`src/hw/rtl/cps_pkg.sv`:
```
// Shared types and constants of the cycle profile statistics table.
package cps_pkg;

  localparam int unsigned OP_W       = 3;
  localparam int unsigned SLOT_W     = 5;
  localparam int unsigned DATA_W     = 32;
  localparam int unsigned TOTAL_W    = 48;
  localparam int unsigned SLOT_RANGE = 2 ** SLOT_W;
  localparam int unsigned DIV_STEPS  = DATA_W;

  localparam logic [DATA_W-1:0] CYCLES_ALL_ONES = '1;

  typedef enum logic [OP_W-1:0] {
    OP_RECORD      = 3'd0,
    OP_REGISTER    = 3'd1,
    OP_CLEAR_SLOT  = 3'd2,
    OP_CLEAR_TOTAL = 3'd3,
    OP_CLEAR_ALL   = 3'd4,
    OP_QUERY       = 3'd5
  } opcode_e;

  typedef struct packed {
    logic [DATA_W-1:0] min_cycles;
    logic [DATA_W-1:0] max_cycles;
    logic [DATA_W-1:0] mean_cycles;
    logic [DATA_W-1:0] run_count;
  } stat_t;

  localparam stat_t STAT_EMPTY = '{
    min_cycles:  CYCLES_ALL_ONES,
    max_cycles:  '0,
    mean_cycles: '0,
    run_count:   '0
  };

  typedef struct packed {
    logic                status;
    logic [SLOT_W-1:0]   slot_out;
    stat_t               stats;
    logic [TOTAL_W-1:0]  total_cycles;
  } rsp_t;

  // Commands from the controller to the datapath.
  typedef struct packed {
    logic load;
    logic rd;
    logic exec;
    logic mul;
    logic div_start;
    logic div_step;
    logic wb;
    logic out_load;
  } cmd_t;

  // Status from the datapath to the controller.
  typedef struct packed {
    logic is_record;
    logic div_done;
    logic out_busy;
  } sts_t;

endpackage

```
`src/hw/rtl/cps_ctrl.sv`:
```
// Controller state machine that sequences one request through the datapath.
module cps_ctrl (
  input  logic            clk_i,
  input  logic            rst_ni,
  input  logic            req_valid_i,
  output logic            req_ready_o,
  input  cps_pkg::sts_t   sts_i,
  output cps_pkg::cmd_t   cmd_o
);
  import cps_pkg::*;

  typedef enum logic [6:0] {
    ST_IDLE   = 7'b0000001,
    ST_READ   = 7'b0000010,
    ST_EXEC   = 7'b0000100,
    ST_MUL    = 7'b0001000,
    ST_DSTART = 7'b0010000,
    ST_DIV    = 7'b0100000,
    ST_DONE   = 7'b1000000
  } state_e;

  state_e state_q, state_d;
  logic   wb_pending;

  assign req_ready_o = (state_q == ST_IDLE);

  always_comb begin
    state_d    = state_q;
    cmd_o      = '0;
    wb_pending = 1'b0;
    case (state_q)
      ST_IDLE: begin
        if (req_valid_i) begin
          cmd_o.load = 1'b1;
          state_d    = ST_READ;
        end
      end
      ST_READ: begin
        cmd_o.rd = 1'b1;
        state_d  = ST_EXEC;
      end
      ST_EXEC: begin
        cmd_o.exec = 1'b1;
        state_d    = sts_i.is_record ? ST_MUL : ST_DONE;
      end
      ST_MUL: begin
        cmd_o.mul = 1'b1;
        state_d   = ST_DSTART;
      end
      ST_DSTART: begin
        cmd_o.div_start = 1'b1;
        state_d         = ST_DIV;
      end
      ST_DIV: begin
        // The write-back happens in the cycle that sees the quotient complete.
        wb_pending = sts_i.div_done;
        if (wb_pending) begin
          cmd_o.wb = 1'b1;
          state_d  = ST_DONE;
        end else begin
          cmd_o.div_step = 1'b1;
        end
      end
      ST_DONE: begin
        if (!sts_i.out_busy) begin
          cmd_o.out_load = 1'b1;
          state_d        = ST_IDLE;
        end
      end
      default: begin
        state_d = ST_IDLE;
      end
    endcase
  end

  always_ff @(posedge clk_i or negedge rst_ni) begin
    if (!rst_ni) begin
      state_q <= ST_IDLE;
    end else begin
      state_q <= state_d;
    end
  end

endmodule

```
`config.mk`:
```
export PLATFORM = sky130hd
export DESIGN_NAME = cps_ctrl
export DESIGN_NICKNAME = d
export VERILOG_FILES = /design/src/hw/rtl/cps_pkg.sv /design/src/hw/rtl/cps_ctrl.sv
export SDC_FILE = /design/constraint.sdc
export NUM_CORES = 1
export LEC_CHECK = 0
export BUFFER_PORTS_ARGS = -buffer_cell sky130_fd_sc_hd__buf_2
export CAP_MARGIN = 20
export CORE_MARGIN = 3
export CORE_UTILIZATION = 35
export CTS_BUF_LIST = sky130_fd_sc_hd__clkbuf_4 sky130_fd_sc_hd__clkbuf_8
export DETAILED_ROUTE_END_ITERATION = 8
export GPL_TIMING_DRIVEN = 0
export MAX_ROUTING_LAYER = met4
export PLACE_DENSITY = 0.65
export REMOVE_ABC_BUFFERS = 1
export SYNTH_ARGS = -nofsm -noshare
export SYNTH_HDL_FRONTEND = slang
export SYNTH_SLANG_ARGS = --single-unit
```
`constraint.sdc`:
```
create_clock -name clk_i -period 1.68 [get_ports clk_i]
set_clock_uncertainty 0.2 [all_clocks]
set_input_delay 0.084 -clock clk_i [delete_from_list [all_inputs] [get_ports clk_i]]
set_output_delay 0.084 -clock clk_i [all_outputs]
set_load 0.02 [all_outputs]
```
==> results of run 1 <==
## power by group through the flow
stage               logic [mW]  registers, mW  clock network [mW]
floorplan                0.271          0.254                   0
global placement         0.342          0.267                   0
detailed placement       0.343          0.269                   0
CTS                      0.474          0.255               0.179
global route             0.661          0.273               0.190
finish                   0.628          0.269               0.177
## worst max path at each step
stage	start	to	slack (ps)	cells past startpoint
after global placement	state_q[4]$_DFFE_PN0P_	cmd_o[0]	-380	4
after detailed placement	state_q[4]$_DFFE_PN0P_	cmd_o[0]	-420	4
final	state_q[3]$_DFFE_PN0P_	cmd_o[0]	-530	4
after global routing	state_q[3]$_DFFE_PN0P_	cmd_o[0]	-570	4
after CTS	state_q[3]$_DFFE_PN0P_	cmd_o[0]	-510	4
after floorplan	state_q[1]$_DFFE_PN0P_	state_q[5]$_DFFE_PN0P_	-510	3
## logic make-up (layout without fill, tap and decap cells)
group                  Yosys count  after routing  synth area share
AO/OA/AOI/OAI                    7              7             0.113
buffers and inverters            6             33            0.0682
flip-flops                       7              7             0.370
XOR/XNOR                         2              2            0.0368
AND/OR/NAND/NOR                 23             23             0.412
## per-stage QoR
step | util | instance area, sq um | power [mW]
final | 0.685 | 812 | 1.07
after global routing | 0.685 | 812 | 1.12
after detailed placement | 0.455 | 539 | 0.613
after CTS | 0.607 | 719 | 0.907
after global placement | 0.455 | 539 | 0.609
after floorplan | - | 452 | 0.525
## placed cells by master, fill, tap and decap left out, types with 3 or more instances in the layout
cell type,instances
nor4b_2,3
buf_6,3
buf_2,8
clkbuf_4,4
buf_4,12
dfrtp_2,6
dlygate4sd3_1,4
## worst max-delay path, stage by stage (launching register included)
cell and delay, ps:
dfrtp_2 400, or4_4 550, or2_4 290, nor4b_4 240
buf_4 190
## per-layer routing
metal  GRT usage  vias to the layer above
met5           -                        -
met4      0.0435                        0
met3      0.0593                        4
met2       0.234                       25
met1       0.167                      229
li1            -                      225
## what timing repair did
item,in CTS,in global routing
hold buffers,4,0
gates resized for setup,17,17
endpoints found under the hold margin,12,0
pin swaps,7,6
setup endpoints to repair,14,15
setup buffers,7,3
## layout make-up
| cell class | instances | area share |
|---|---|---|
| Clock buffer | 4 | 0.0370 |
| Inverter | 2 | 0.00924 |
| Multi-Input combinational cell | 32 | 0.455 |
| Sequential cell | 7 | 0.227 |
| Tap cell | 14 | 0.0216 |
| Timing Repair Buffer | 27 | 0.251 |
==> results.md, run 1 <==
- Count leader, synth: dfrtp_1
- Main synth FF type: dfrtp_1
- Number of flops mapped to enable cells by yosys: 0
- Max Used Layer: met4
- Routed vias: 483
- Worst Tran Pin Value: 357 ps
- Fmax: 453 MHz
- CTS Buf Count: 3
- Die outline area: 0.00184 sq mm
- Pre-CTS WS: -422 ps
- HP Start: sts_i[1]
- First-pass GRT wire length: 1.95 mm
- Number of flip-flops in the largest register: 7
- Final setup margin: -526 ps
- # diodes: 0
- Final Cycle Share: 1.31
- Int Pwr: 0.626 mW
- Final hold vios: 0
- Clock-pin slew on the worst setup and hold paths: 50 ps
- Port Buffer Count: 14
- CP arrival: 1920 ps
- Die X: 42.9 um
- Maxcap violations: 0
- Area Growth Syn to Fin: 70.3%
- Clk root buf: clkbuf_4
- H-tree levels: 1
- Clock tree from TritonCTS: built
- Outcome: finished, violations left
- Max_slew headroom: 0.760
- Peak VDD IR: 0.723 mV
- Sw frac: 0.417
- Worst hold path type: in -> reg
- GP Congestion: 0.768
- Initial core utilization: 0.402
- Wl on met1: 630 um
- Clk Latency, worst-skew pair: 260 ps
- Combinational share of power: 0.585
- Min Tclk post-route: 2210 ps
- DRT iter0 DRCs: 11
- Clock power share: 0.165
- Critical Path Fanout Max: 3
- Met2 Routed Length: 719 um
- Drt via density: 5.62
- Register Area: 184 sq um
- Final WL: 1.48 mm
- Max Transition Viols Final: 0
- Filler Cells Inserted: 88
- Yosys warning total: 0
- Height of the die: 42.9 um
- Sinks on Clock Net: 7
- Layout Nets: 79
- FP Rows: 12
- Unrepaired setup endpoints after global routing: yes
- Hold endpoint: state_q[5]$_DFFE_PN0P_
- Worst Reg-to-Reg Cells: 4
- Sw Pwr: 0.448 mW
- ANT nets after route: 0
- WL/cell: 17.3 um
- Top Ports: 15
- Critical path endpoint category: output pin
- Largest net degree at the start of global routing: 10
- Post-route insts no fill: 86
- Total Routing Usage GR: 0.146
- Vias in the first global route: 431
- Post-synthesis register bit count: 7
- Flop pwr share: 0.250
- Reg with most FFs: state_q
- DPL Wire Length: 773 um
- Endpoints failing setup: 14
- Biggest regs: state_q: 7 flops
- Power per Cell Area: 1320 mW/mm^2
- Startpoint Class: flop
- Most instantiated cells after synthesis: dfrtp_1 (6), nor4b_1 (4), a211oi_1 (3), and2_1 (3), nor3_1 (3)
- Register-to-register setup slack: -150 ps
- Failing checks: setup timing
- Synthesized area: 477 sq um
- Sequential cell area fraction in the yosys report: 0.370
- RR Startpoint: state_q[0]$_DFFE_PN1P_
- Wire length on met3: 108 um
- Syn avg cell area: 10.6 sq um
- Worst hold slack: 25.9 ps
- Share of layout cells above drive strength 1: 0.736
- LEAKAGE: 0.315 nW
- Synth async-reset ratio: 1.00
- Global route overflow: 0
- Yosys top cell by area: dfrtp_1
- Dpl cells: 69
- DR pass1 iterations: 4
- Mapped Cells: 45
- Longest Clk Path Bufs: 2
- Synth cell types: 25
- Top cells by area, synth: dfrtp_1 (31%), nor4b_4 (10%), nor4b_1 (7.3%)
- Worst r2r dst: state_q[3]$_DFFE_PN0P_
- Kind of critical path: reg -> out
- Hold depth: 3
- Core area: 0.00119 sq mm
- Sum Neg Setup Slack: -3600 ps
- Synth top area share: 0.315
- Area of the multi-input gates: 369 sq um
- Initial antenna violation count: 0
- Critical path data required time: 1400 ps
- Residual DRC: 0
(Power assumes the default switching activity.)
==> run 2: changes to the inputs <==
--- a/config.mk
+++ b/config.mk
@@ -13,7 +13,8 @@
 export DETAILED_ROUTE_END_ITERATION = 8
 export GPL_TIMING_DRIVEN = 0
 export MAX_ROUTING_LAYER = met4
-export PLACE_DENSITY = 0.65
+export PLACE_DENSITY = 0.62
+export RECOVER_POWER = 25
 export REMOVE_ABC_BUFFERS = 1
 export SYNTH_ARGS = -nofsm -noshare
 export SYNTH_HDL_FRONTEND = slang
==> constraint.sdc (replaced) <==
create_clock -name clk_i -period 2.6 [get_ports clk_i]
set_clock_uncertainty 0.2 [all_clocks]
set_input_delay 0.13 -clock clk_i [delete_from_list [all_inputs] [get_ports clk_i]]
set_output_delay 0.13 -clock clk_i [all_outputs]
set_load 0.02 [all_outputs]
==> results.md, run 2 (synthesized netlist as in run 1, its figures left out) <==
- Outcome: completed
- Startpoint Class: flop
- Residual DRC: 0 (unchanged)
- Reg with most FFs: state_q
- Filler Cells Inserted: 117 (+33%)
- Vias in the first global route: 353 (-18%)
- Sw Pwr: 0.199 mW (-56%)
- Share of layout cells above drive strength 1: 0.365 (-0.371)
- Longest Clk Path Bufs: 2 (unchanged)
- Max Transition Viols Final: 0 (unchanged)
- Kind of critical path: reg -> out
- Max_slew headroom: 0.734 (-0.0260)
- Grt peak-use layer: met1
- Critical Path Fanout Max: 7 (+4)
- Clk Latency, worst-skew pair: 250 ps (about the same)
- Clock-pin slew on the worst setup and hold paths: 50 ps (about the same)
- Drt via density: 5.45 (-2.9%)
- GP Congestion: 0.679 (-12%)
- # diodes: 0 (unchanged)
- Clk root buf: clkbuf_4
- Final hold vios: 0 (unchanged)
- Sinks on Clock Net: 7 (unchanged)
- First-pass GRT wire length: 1.58 mm (-19%)
- Most common cell after layout, fill and taps aside: buf_2
- Critical path endpoint category: output pin
- Area Growth Syn to Fin: 27.6%
- ANT nets after route: 0 (unchanged)
- Endpoints failing setup: 0 (-14)
- Die outline area: 0.00184 sq mm (unchanged)
- Sw frac: 0.391 (-0.0264)
- Flop pwr share: 0.336 (+0.086)
- Die X: 42.9 um (unchanged)
- Height of the die: 42.9 um (unchanged)
- Clock tree from TritonCTS: built
- Met2 Use GR: 0.144 (-0.0898)
- DPL Wire Length: 672 um (-13%)
- Min Tclk post-route: 2370 ps
- Critical path data required time: 2270 ps (+870 ps)
- Most frequent cells in the layout: buf_2 (13), dfrtp_1 (6), nor4b_1 (4), clkbuf_4 (4), dlygate4sd3_1 (4)
- Met1 Usage GRT: 0.167 (-0.000428)
- Port Buffer Count: 14 (unchanged)
- Final Cycle Share: 0.912
- Biggest regs: state_q: 7 flops
- Routed vias: 420 (-13%)
- Largest net degree at the start of global routing: 10 (unchanged)
- Core area: 0.00119 sq mm (unchanged)
- Fin area: 608 sq um (-25%)
- Post-CTS resize count: 0 (-17)
- Maxcap violations: 0 (unchanged)
- LEAKAGE: 0.261 nW (-17%)
- Global route overflow: 0 (unchanged)
- WL/cell: 12.1 um (-30%)
- Worst hold path type: in -> async
- Initial antenna violation count: 0 (unchanged)
- Power per Cell Area: 836 mW/mm^2 (-37%)
- Peak VDD IR: 0.317 mV (-56%)
- DR pass1 iterations: 4 (unchanged)
- FP Rows: 12 (unchanged)
- Combinational share of power: 0.445 (-0.140)
- Unrepaired setup endpoints after global routing: no
- Top Ports: 15 (unchanged)
- Int Pwr: 0.310 mW (-51%)
- CP arrival: 2040 ps (+120 ps)
- DP Area: 539 sq um (unchanged)
- Worst Reg-to-Reg Cells: 3 (-1)
- Clock power share: 0.220 (+0.055)
- Number of flip-flops in the largest register: 7 (unchanged)
- Sum Neg Setup Slack: 0 ps (+3600 ps)
- H-tree levels: 1 (unchanged)
- Fmax: 422 MHz
- Met3 global-route usage: 0.0254 (-0.0339)
- Layout Nets: 70 (-11%)
- DRT iter0 DRCs: 17 (+6)
- CTS Buf Count: 3 (unchanged)
- Total Routing Usage GR: 0.120 (-0.0269)
- Final WL: 930 um (-37%)
- Worst Tran Pin Value: 399 ps (+41.6 ps)
- Initial core utilization: 0.402 (unchanged)
-- run 2: changes by cell type in the layout (fill, tap and decap cells not counted), sizes merged --
| cell | change |
|---|---|
| buf | -10 |
| clkbuf | +1 |
-- run 2: worst max-delay path, cell delays in order (launching register included) --
cell     delay [ps]
dfrtp_1         460
or4_1           640
or2_4           300
nor4b_4         190
buf_2           190
-- run 2: power by group through the flow --
stage               combinational [mW]  sequential (mW)  clock [mW]
finish                           0.226            0.171       0.112
global route                     0.244            0.176       0.123
CTS                              0.230            0.171       0.116
detailed placement               0.224            0.172           0
global placement                 0.222            0.172           0
floorplan                        0.175            0.164           0
-- run 2: path summary, 6_finish.rpt --
check,start,end,slack [ps]
worst max-delay path,state_q[4]$_DFFE_PN0P_,cmd_o[0],230
worst min-delay path,rst_ni,state_q[6]$_DFFE_PN0P_,110
worst max register to register,state_q[4]$_DFFE_PN0P_,state_q[5]$_DFFE_PN0P_,790
worst min register to register,state_q[0]$_DFFE_PN1P_,state_q[0]$_DFFE_PN1P_,330
max in group asynchronous,rst_ni,state_q[0]$_DFFE_PN1P_,1770
min in group clk_i,sts_i[0],state_q[6]$_DFFE_PN0P_,170
-- run 2: stage by stage --
stage	worst slack, ps	hold slack (ps)	instances	power, mW	utilization
detailed placement	490	-223	69	0.397	0.455
CTS	210	36.4	77	0.516	0.514
global route	120	139	77	0.544	0.513
floorplan	409	-366	41	0.339	-
finish	228	109	77	0.508	0.513
global placement	500	-228	69	0.394	0.455
-- run 2: routing by layer --
metal  routed length [um]  vias to the layer above
met1                  442                      199
met4                   12                        0
met5                    0                        -
met2                  417                       14
met3                   57                        2
li1                     -                      205
-- run 2: timing repair --
item                      4_1_cts  5_1_grt
hold buffers                    4        0
hold endpoints to repair       12        0
setup buffers                   0        0
-- run 2: cell type report --
class / instances / area [sq um] / share of cell area
Inverter: 2 / 7.51 / 0.0123
Multi-Input combinational cell: 32 / 268 / 0.440
Sequential cell: 7 / 176 / 0.290
Timing Repair Buffer: 18 / 109 / 0.179
Clock buffer: 4 / 30.0 / 0.0494
Tap cell: 14 / 17.5 / 0.0288
